## config.mk

```make
export PLATFORM = sky130hd
export DESIGN_NAME = top_three_spectral_peaks
export DESIGN_NICKNAME = d
export VERILOG_FILES = /design/src/design/tstp_pkg.sv /design/src/design/tstp_rank.sv /design/src/design/top_three_spectral_peaks.sv
export VERILOG_INCLUDE_DIRS = /design/src /design/src/design
export SDC_FILE = /design/constraint.sdc
export NUM_CORES = 2
export LEC_CHECK = 0
export BUFFER_PORTS_ARGS = -buffer_cell sky130_fd_sc_hd__buf_2
export CAP_MARGIN = 20
export CORE_UTILIZATION = 30
export CTS_CLUSTER_SIZE = 28
export DETAILED_ROUTE_END_ITERATION = 12
export SLEW_MARGIN = 20
export SYNTH_ARGS = -nofsm -noshare
export SYNTH_HDL_FRONTEND = slang
export SYNTH_SLANG_ARGS = --single-unit
```

## constraint.sdc

```tcl
create_clock -name clk -period 19.5 [get_ports clk]
set_input_delay 0.975 -clock clk [delete_from_list [all_inputs] [get_ports clk]]
set_output_delay 0.975 -clock clk [all_outputs]
set_load 0.01 [all_outputs]
```

## src/design/top_three_spectral_peaks_macros.svh

```systemverilog
// ----------------------------------------------------------------------------
// Top three spectral peaks: assertion macros
// Shared helpers for the concurrent checks in the design files.
// ----------------------------------------------------------------------------
`ifndef TOP_THREE_SPECTRAL_PEAKS_MACROS_SVH
`define TOP_THREE_SPECTRAL_PEAKS_MACROS_SVH

// Same-cycle implication, disabled while reset is asserted.
`define TSTP_ASSERT_NOW(label, clk, rst_n, ante, cons, msg) \
  label: assert property (@(posedge clk) disable iff (!rst_n) (ante) |-> (cons)) \
    else $error(msg);

// Next-cycle implication, disabled while reset is asserted.
`define TSTP_ASSERT_NEXT(label, clk, rst_n, ante, cons, msg) \
  label: assert property (@(posedge clk) disable iff (!rst_n) (ante) |=> (cons)) \
    else $error(msg);

`endif

```

## src/design/tstp_pkg.sv

```systemverilog
// ----------------------------------------------------------------------------
// Top three spectral peaks: package
// Word types, field widths, register map and reset values.
// ----------------------------------------------------------------------------
package tstp_pkg;

  localparam int IDX_W   = 10;
  localparam int LEVEL_W = 32;
  localparam int BW_W    = 24;
  localparam int FREQ_W  = IDX_W + BW_W;
  localparam int NUM_BINS = 1024;

  localparam int ADDR_W = 3;
  localparam int DATA_W = 32;

  localparam logic [ADDR_W-3:0] REG_FIRST_BIN = 1'd0;
  localparam logic [ADDR_W-3:0] REG_BIN_WIDTH = 1'd1;

  localparam logic [IDX_W-1:0] FIRST_BIN_RST = 10'd2;
  localparam logic [BW_W-1:0]  BIN_WIDTH_RST = 24'd32000;

  typedef struct packed {
    logic [LEVEL_W-1:0] magnitude;
    logic               last_bin;
  } in_word_t;

  typedef struct packed {
    logic [IDX_W-1:0]   first_index;
    logic [LEVEL_W-1:0] first_level;
    logic [FREQ_W-1:0]  first_freq;
    logic [IDX_W-1:0]   second_index;
    logic [LEVEL_W-1:0] second_level;
    logic [FREQ_W-1:0]  second_freq;
    logic [IDX_W-1:0]   third_index;
    logic [LEVEL_W-1:0] third_level;
    logic [FREQ_W-1:0]  third_freq;
  } out_word_t;

  typedef struct packed {
    logic [2:0][IDX_W-1:0]   idx;
    logic [2:0][LEVEL_W-1:0] level;
  } peaks_t;

endpackage

```

## src/design/tstp_rank.sv

```systemverilog
// ----------------------------------------------------------------------------
// Top three spectral peaks: ranking stage
// Counts bins and keeps the running top three of the current frame.
// ----------------------------------------------------------------------------
`include "top_three_spectral_peaks_macros.svh"

module tstp_rank #(
  parameter int MAG_BITS = 32
) (
  input  logic                     clk,
  input  logic                     rst_n,
  input  logic                     accept,
  input  tstp_pkg::in_word_t       in_word,
  input  logic [tstp_pkg::IDX_W-1:0] first_bin,
  output tstp_pkg::peaks_t         peaks
);
  import tstp_pkg::*;

  logic [IDX_W-1:0]             cnt_r, cnt_nxt;
  logic [2:0][IDX_W-1:0]        idx_r, idx_nxt;
  logic [2:0][MAG_BITS-1:0]     lvl_r, lvl_nxt;
  logic [MAG_BITS-1:0]          mag;
  logic                         take;

  assign mag     = in_word.magnitude[MAG_BITS-1:0];
  assign take    = (cnt_r >= first_bin) && (32'(cnt_r) < NUM_BINS);
  assign cnt_nxt = cnt_r + 1'b1;

  always_comb begin
    idx_nxt = idx_r;
    lvl_nxt = lvl_r;
    priority if (take && (mag > lvl_r[0])) begin
      idx_nxt[2] = idx_r[1];
      lvl_nxt[2] = lvl_r[1];
      idx_nxt[1] = idx_r[0];
      lvl_nxt[1] = lvl_r[0];
      idx_nxt[0] = cnt_r;
      lvl_nxt[0] = mag;
    end else if (take && (mag > lvl_r[1])) begin
      idx_nxt[2] = idx_r[1];
      lvl_nxt[2] = lvl_r[1];
      idx_nxt[1] = cnt_r;
      lvl_nxt[1] = mag;
    end else if (take && (mag > lvl_r[2])) begin
      idx_nxt[2] = cnt_r;
      lvl_nxt[2] = mag;
    end else begin
      idx_nxt = idx_r;
    end
  end

  always_comb begin
    for (int k = 0; k < 3; k++) begin
      peaks.idx[k]   = idx_nxt[k];
      peaks.level[k] = LEVEL_W'(lvl_nxt[k]);
    end
  end

  always_ff @(posedge clk) begin
    if (!rst_n) begin
      cnt_r <= '0;
      idx_r <= '0;
      lvl_r <= '0;
    end else if (accept) begin
      if (in_word.last_bin) begin
        cnt_r <= '0;
        idx_r <= '0;
        lvl_r <= '0;
      end else begin
        cnt_r <= cnt_nxt;
        idx_r <= idx_nxt;
        lvl_r <= lvl_nxt;
      end
    end
  end

  `TSTP_ASSERT_NEXT(a_frame_clears, clk, rst_n, accept && in_word.last_bin, (cnt_r == '0) && (lvl_r[0] == '0), "Ranking did not clear after the last bin.")
  `TSTP_ASSERT_NOW(a_ranks_ordered, clk, rst_n, 1'b1, (lvl_r[0] >= lvl_r[1]) && (lvl_r[1] >= lvl_r[2]), "Ranked levels are out of order.")
  `TSTP_ASSERT_NEXT(a_count_steps, clk, rst_n, accept && !in_word.last_bin, cnt_r == $past(cnt_nxt), "Bin counter did not advance.")

endmodule

```

## src/design/top_three_spectral_peaks.sv

```systemverilog
// ----------------------------------------------------------------------------
// Top three spectral peaks: top level
// Ranks a stream of magnitude bins and reports the three largest per frame.
// ----------------------------------------------------------------------------
// The input channel carries one magnitude bin per word, with last_bin marking
// the final bin of a frame. The block numbers bins itself from zero, ranks
// bins at or above first_bin, and on the last bin emits one output word with
// the three indices, levels and frequencies (index times bin_width).
// A new input word is accepted every cycle unless in_stall is high; the
// ranking compare and shift is a single registered step. When the last bin
// is accepted, the capture register takes the final ranking; the output
// register then takes its three 10 by 24 bit frequency products.
// If the receiver stalls, the output word holds, one further result waits in
// the capture register, and in_stall rises only when both are full.
// Reset clears the bin counter, the ranking and both result stages, and sets
// first_bin to 2 and bin_width to 32000. The APB port writes and reads the
// two registers at byte addresses 0 and 4; write them only while idle.
// ----------------------------------------------------------------------------
`include "top_three_spectral_peaks_macros.svh"

module top_three_spectral_peaks #(
  parameter int MAG_BITS = 32
) (
  input  logic                           clk,
  input  logic                           rst_n,
  input  logic                           in_valid,
  output logic                           in_stall,
  input  tstp_pkg::in_word_t             in_data,
  output logic                           out_valid,
  input  logic                           out_stall,
  output tstp_pkg::out_word_t            out_data,
  input  logic                           psel,
  input  logic                           penable,
  input  logic                           pwrite,
  input  logic [tstp_pkg::ADDR_W-1:0]    paddr,
  input  logic [tstp_pkg::DATA_W-1:0]    pwdata,
  output logic [tstp_pkg::DATA_W-1:0]    prdata,
  output logic                           pready
);
  import tstp_pkg::*;

  logic [IDX_W-1:0]   first_bin_r;
  logic [BW_W-1:0]    bin_width_r;
  logic               cfg_write;
  logic               in_accept;
  logic               out_load;
  logic               s1_valid_r, s1_valid_nxt;
  peaks_t             s1_peaks_r;
  peaks_t             peaks_nxt;
  logic               out_valid_r, out_valid_nxt;
  out_word_t          out_data_r, out_data_nxt;
  logic [2:0][FREQ_W-1:0] freq;

  assign pready    = 1'b1;
  assign cfg_write = psel && penable && pwrite;

  always_ff @(posedge clk) begin
    if (!rst_n) begin
      first_bin_r <= FIRST_BIN_RST;
      bin_width_r <= BIN_WIDTH_RST;
    end else if (cfg_write) begin
      unique case (paddr[ADDR_W-1:2])
        REG_FIRST_BIN: first_bin_r <= pwdata[IDX_W-1:0];
        REG_BIN_WIDTH: bin_width_r <= pwdata[BW_W-1:0];
        default:       first_bin_r <= first_bin_r;
      endcase
    end
  end

  always_comb begin
    unique case (paddr[ADDR_W-1:2])
      REG_FIRST_BIN: prdata = DATA_W'(first_bin_r);
      REG_BIN_WIDTH: prdata = DATA_W'(bin_width_r);
      default:       prdata = '0;
    endcase
  end

  assign out_load  = !out_valid_r || !out_stall;
  assign in_stall  = s1_valid_r && !out_load;
  assign in_accept = in_valid && !in_stall;

  tstp_rank #(
    .MAG_BITS (MAG_BITS)
  ) u_rank (
    .clk       (clk),
    .rst_n     (rst_n),
    .accept    (in_accept),
    .in_word   (in_data),
    .first_bin (first_bin_r),
    .peaks     (peaks_nxt)
  );

  always_comb begin
    priority if (in_accept && in_data.last_bin) begin
      s1_valid_nxt = 1'b1;
    end else if (out_load) begin
      s1_valid_nxt = 1'b0;
    end else begin
      s1_valid_nxt = s1_valid_r;
    end
    out_valid_nxt = out_load ? s1_valid_r : out_valid_r;
  end

  always_comb begin
    for (int k = 0; k < 3; k++) begin
      freq[k] = FREQ_W'(s1_peaks_r.idx[k]) * FREQ_W'(bin_width_r);
    end
    out_data_nxt.first_index  = s1_peaks_r.idx[0];
    out_data_nxt.first_level  = s1_peaks_r.level[0];
    out_data_nxt.first_freq   = freq[0];
    out_data_nxt.second_index = s1_peaks_r.idx[1];
    out_data_nxt.second_level = s1_peaks_r.level[1];
    out_data_nxt.second_freq  = freq[1];
    out_data_nxt.third_index  = s1_peaks_r.idx[2];
    out_data_nxt.third_level  = s1_peaks_r.level[2];
    out_data_nxt.third_freq   = freq[2];
  end

  always_ff @(posedge clk) begin
    if (!rst_n) begin
      s1_valid_r  <= 1'b0;
      out_valid_r <= 1'b0;
    end else begin
      s1_valid_r  <= s1_valid_nxt;
      out_valid_r <= out_valid_nxt;
    end
  end

  always_ff @(posedge clk) begin
    if (in_accept && in_data.last_bin) begin
      s1_peaks_r <= peaks_nxt;
    end
    if (out_load && s1_valid_r) begin
      out_data_r <= out_data_nxt;
    end
  end

  assign out_valid = out_valid_r;
  assign out_data  = out_data_r;

  `TSTP_ASSERT_NOW(a_stall_when_full, clk, rst_n, in_stall, s1_valid_r && out_valid_r, "Input stalled while a result stage was free.")
  `TSTP_ASSERT_NEXT(a_last_captured, clk, rst_n, in_accept && in_data.last_bin, s1_valid_r, "Last bin did not capture a result.")
  `TSTP_ASSERT_NEXT(a_result_moves, clk, rst_n, s1_valid_r && out_load, out_valid_r, "Captured result did not reach the output.")

endmodule
```

==> impl_metrics.ini <==
[routing]
route.detailed.drc = 0
avgRoutedWirePerCell_um = 19.3
top_layer_used = met5
dr_wl_met3_mm = 7.58
met2_wirelength_mm = 61.5
viasPerCell = 4.96
wl_mm = 127
drtAntennaViolNets = 0
first_pass_iters = 5
drt-met1-wl_mm = 54.3
vias = 32600
drt_iter0_drc = 2195

[hold_path]
hold_class = flip-flop to flip-flop
hold_depth = 0
whs_endpoint = out_data[63]$_DFFE_PP_
min-delay-start = out_data_nxt[63]$_DFFE_PP_

[layout]
num-fill-cells = 15000
final_cell_mix = 645 x inv_1, 522 x fa_1, 511 x nand2_1, 390 x and2_1, 354 x edfxtp_1
final_cell_area_mm2 = 0.0507
final_common_cell = inv_1
area_delta_synth_final_pct = 12.9
fin_nets = 5497
drive_gt1_share_pct = 11.9

[placement]
routabilityCongestion = 0.841
preCtsSetupSlack_ns = 12.58
port-buffer-count = 318
place_area_mm2 = 0.0483
dpl.hpwl_mm = 88.8

[critical_path]
crit_fanout = 25
critPathRequiredTime_ns = 19.91
slowest_delay_ns = 1.13
worst_setup_path_start_kind = flip-flop
crit_cells = 18
endpoint_kind = flip-flop
reg2reg_slack_ns = 12.40
reg2reg_depth = 18
cp_slowest_cell = edfxtp_1
arrival_ns = 7.51
reg2reg_to = out_data[184]$_DFFE_PP_
path_common_cell = fa_1
criticalPathCategory = flip-flop to flip-flop
crit_buf_inv = 2
critPathTopFamily = adder cells
crit_chain = and2_1, fa_1, fa_1, fa_1, fa_1, inv_1, fa_1, inv_1, ha_1, a21o_1, a21o_1, a21oi_1, a211oi_1, a21oi_1, nor4_1, nor3_1, o31ai_1, xor2_1
r2r_start = out_data_nxt[222]$_DFFE_PP_

[power]
ir_drop_mv = 0.0668
internal-power_uw = 2300
combinationalPowerShare_pct = 23.5
powerDensity_mw_per_mm2 = 66.2
clkPwrFrac_pct = 38.3
switching_share_pct = 31.4
power_frac_seq_pct = 38.2
p_sw_uw = 1050
leakage_uw = 0.0237

[floorplanning]
rows = 141
die_h_um = 389
die_area_mm2 = 0.151
die_w_um = 389
io_pins = 338
start_util_pct = 30.3
core_area_mm2 = 0.148

[yosys]
ys_seq_area_share_pct = 31.4
muxShareOfSynthArea_pct = 1.99
synth_simple_gate_area_share_pct = 13.5
ys_ff_latch = 526
avgSynthCellArea_um2 = 10.2
yosys.cell_types.count = 71
synthFlopType = edfxtp_1
synth_top_family_by_area = adder cells
synth-compound-area-share_pct = 11.4
post_synth_inst_count = 4386
synth_top_area_cell = edfxtp_1
netlist_area_mm2 = 0.0449
yosys_warnings = 0
yosysTopAreaCellShare_pct = 23.7
synth_fa_ha_area_share_pct = 32.0
synthTopCellsByArea = edfxtp_1 24%, fa_1 23%, ha_1 8.8%
synth_edf_count = 354
synthArstFlopShare_pct = 0
yosys.area_share.xor_xnor_pct = 1.74

[global_route]
grt_overflow = 0
globalRouteTotalUtil_pct = 16.9
grt_pass1_vias = 33300
grt_pass1_wl_mm = 197
grt_max_degree = 97
antenna_found_initial = 11

[flow_run]
maxCapViolations = 0

[timing]
finalCritPeriodShare_pct = 36.4
slew_headroom_pct = 20.9
clock_skew_ns = 0.0581
min_period_ns = 7.10
fin_ws_ns = 12.40
rsz0062_at_grt = no
maxSlewViolCount = 0
fmax_mhz = 141
tns_ns = 0
timing.final.hold_violations = 0
setup_viol = 0
worst_pin_slew_ns = 1.19

[cts]
ctsResizeCount = 0
clock_latency_ns = 0.70
clock_sinks = 526
clock-root-buffer = clkbuf_16
cts.path.max_buffers = 3
cts_tree = done
cts_setup_buffers = 0
clk_pin_slew_ns = 0.06
hold_buffers = 0
cts_buffers = 67
cts_max_level = 3

[outcome]
status = completed
==> worst reg2reg max path, cell delays in order, from the launching register on <==
cell and delay [ns]:
edfxtp_1 1.13, and2_1 0.29, fa_1 0.43, fa_1 0.56, fa_1 0.43, fa_1 0.49, inv_1 0.05, fa_1 0.50
inv_1 0.05, ha_1 0.38, a21o_1 0.14, a21o_1 0.12, a21oi_1 0.09, a211oi_1 0.52, a21oi_1 0.20, nor4_1 0.53
nor3_1 0.20, o31ai_1 0.34, xor2_1 0.39
==> area by class of cell <==
cell class              count  area [um^2]  area share, %
diodes                      1         2.50        0.00494
repair buffers            379         2070           4.08
multi-input cells        2966        27400           54.0
inverters                 646         2430           4.80
clock buffers              80         1780           3.51
well taps                1930         2410           4.77
flip-flops and latches    526        14100           27.8
clock inverters            43          527           1.04
==> through the flow <==
stage	utilization, %	cells	power [uW]	hold WS [ns]
2_1_floorplan	-	4393	1880	0.400
3_3_place_gp	32.6	6446	2080	0.403
3_5_place_dp	32.6	6446	2090	0.405
4_1_cts	34.2	6569	3410	0.409
5_1_grt	34.2	6570	3550	0.415
6_report	34.2	6571	3350	0.413
==> cells in the mapped netlist (34+ instances only) <==
cell type and instances:
inv_1 646, fa_1 522, nand2_1 511, and2_1 390
edfxtp_1 354, ha_1 314, clkbuf_1 217, dfxtp_1 172
a21o_1 157, a21oi_1 149, o21ai_0 138, nand3_1 72
nor2_1 70, xnor2_1 60, and3_1 46, mux2_2 43
a221o_1 42, a22o_1 42, a32o_1 41, mux2i_1 41
a21boi_0 34
==> power by group through the flow <==
| stage | Combinational [uW] | Clock [uW] | Sequential (uW) |
|---|---|---|---|
| final | 789 | 1280 | 1280 |
| after CTS | 794 | 1330 | 1280 |
| after detailed placement | 789 | 0 | 1300 |
| after global routing | 888 | 1370 | 1280 |
| after global placement | 778 | 0 | 1300 |
| after floorplan | 566 | 0 | 1320 |
==> worst max-delay path by stage <==
stage | to | startpoint | slack [ns]
5_1_grt | out_data[185]$_DFFE_PP_ | out_data_nxt[222]$_DFFE_PP_ | 12.18
4_1_cts | out_data[185]$_DFFE_PP_ | out_data_nxt[223]$_DFFE_PP_ | 12.53
3_3_place_gp | out_data[184]$_DFFE_PP_ | out_data_nxt[223]$_DFFE_PP_ | 12.57
6_report | out_data[184]$_DFFE_PP_ | out_data_nxt[222]$_DFFE_PP_ | 12.40
3_5_place_dp | out_data[185]$_DFFE_PP_ | out_data_nxt[223]$_DFFE_PP_ | 12.58
2_1_floorplan | out_data[0]$_DFFE_PP_ | out_stall | 0.95
==> per-layer routing <==
metal  vias to the layer above  GRT usage, %
met5                         -             0
met4                        14          4.80
met2                       880          28.6
li1                      14900             -
met3                       174          3.40
met1                     16700          21.6
==> cell families (layout without fill, tap and decap cells) <==
group                    count (synthesis)  count (layout)
flip-flops                             526             526
multiplexers                            84              84
XOR/XNOR                                89              89
AO/OA/AOI/OAI                          733             733
adder cells (fa/ha/maj)                836             836
AND/OR/NAND/NOR                       1215            1215
buffers and inverters                  901            1148
other                                    2              10
==> sequential cells by signal (all words and copies together), names as in the netlist <==
signal        count
out_data_nxt    126
out_data        228
first_bin_r      10
u_rank.cnt_r     10
bin_width_r      24
u_rank.idx_r     30
out_valid         1
u_rank.lvl_r     96
s1_valid_r        1
No activity file was read; power rests on OpenSTA's default activity.
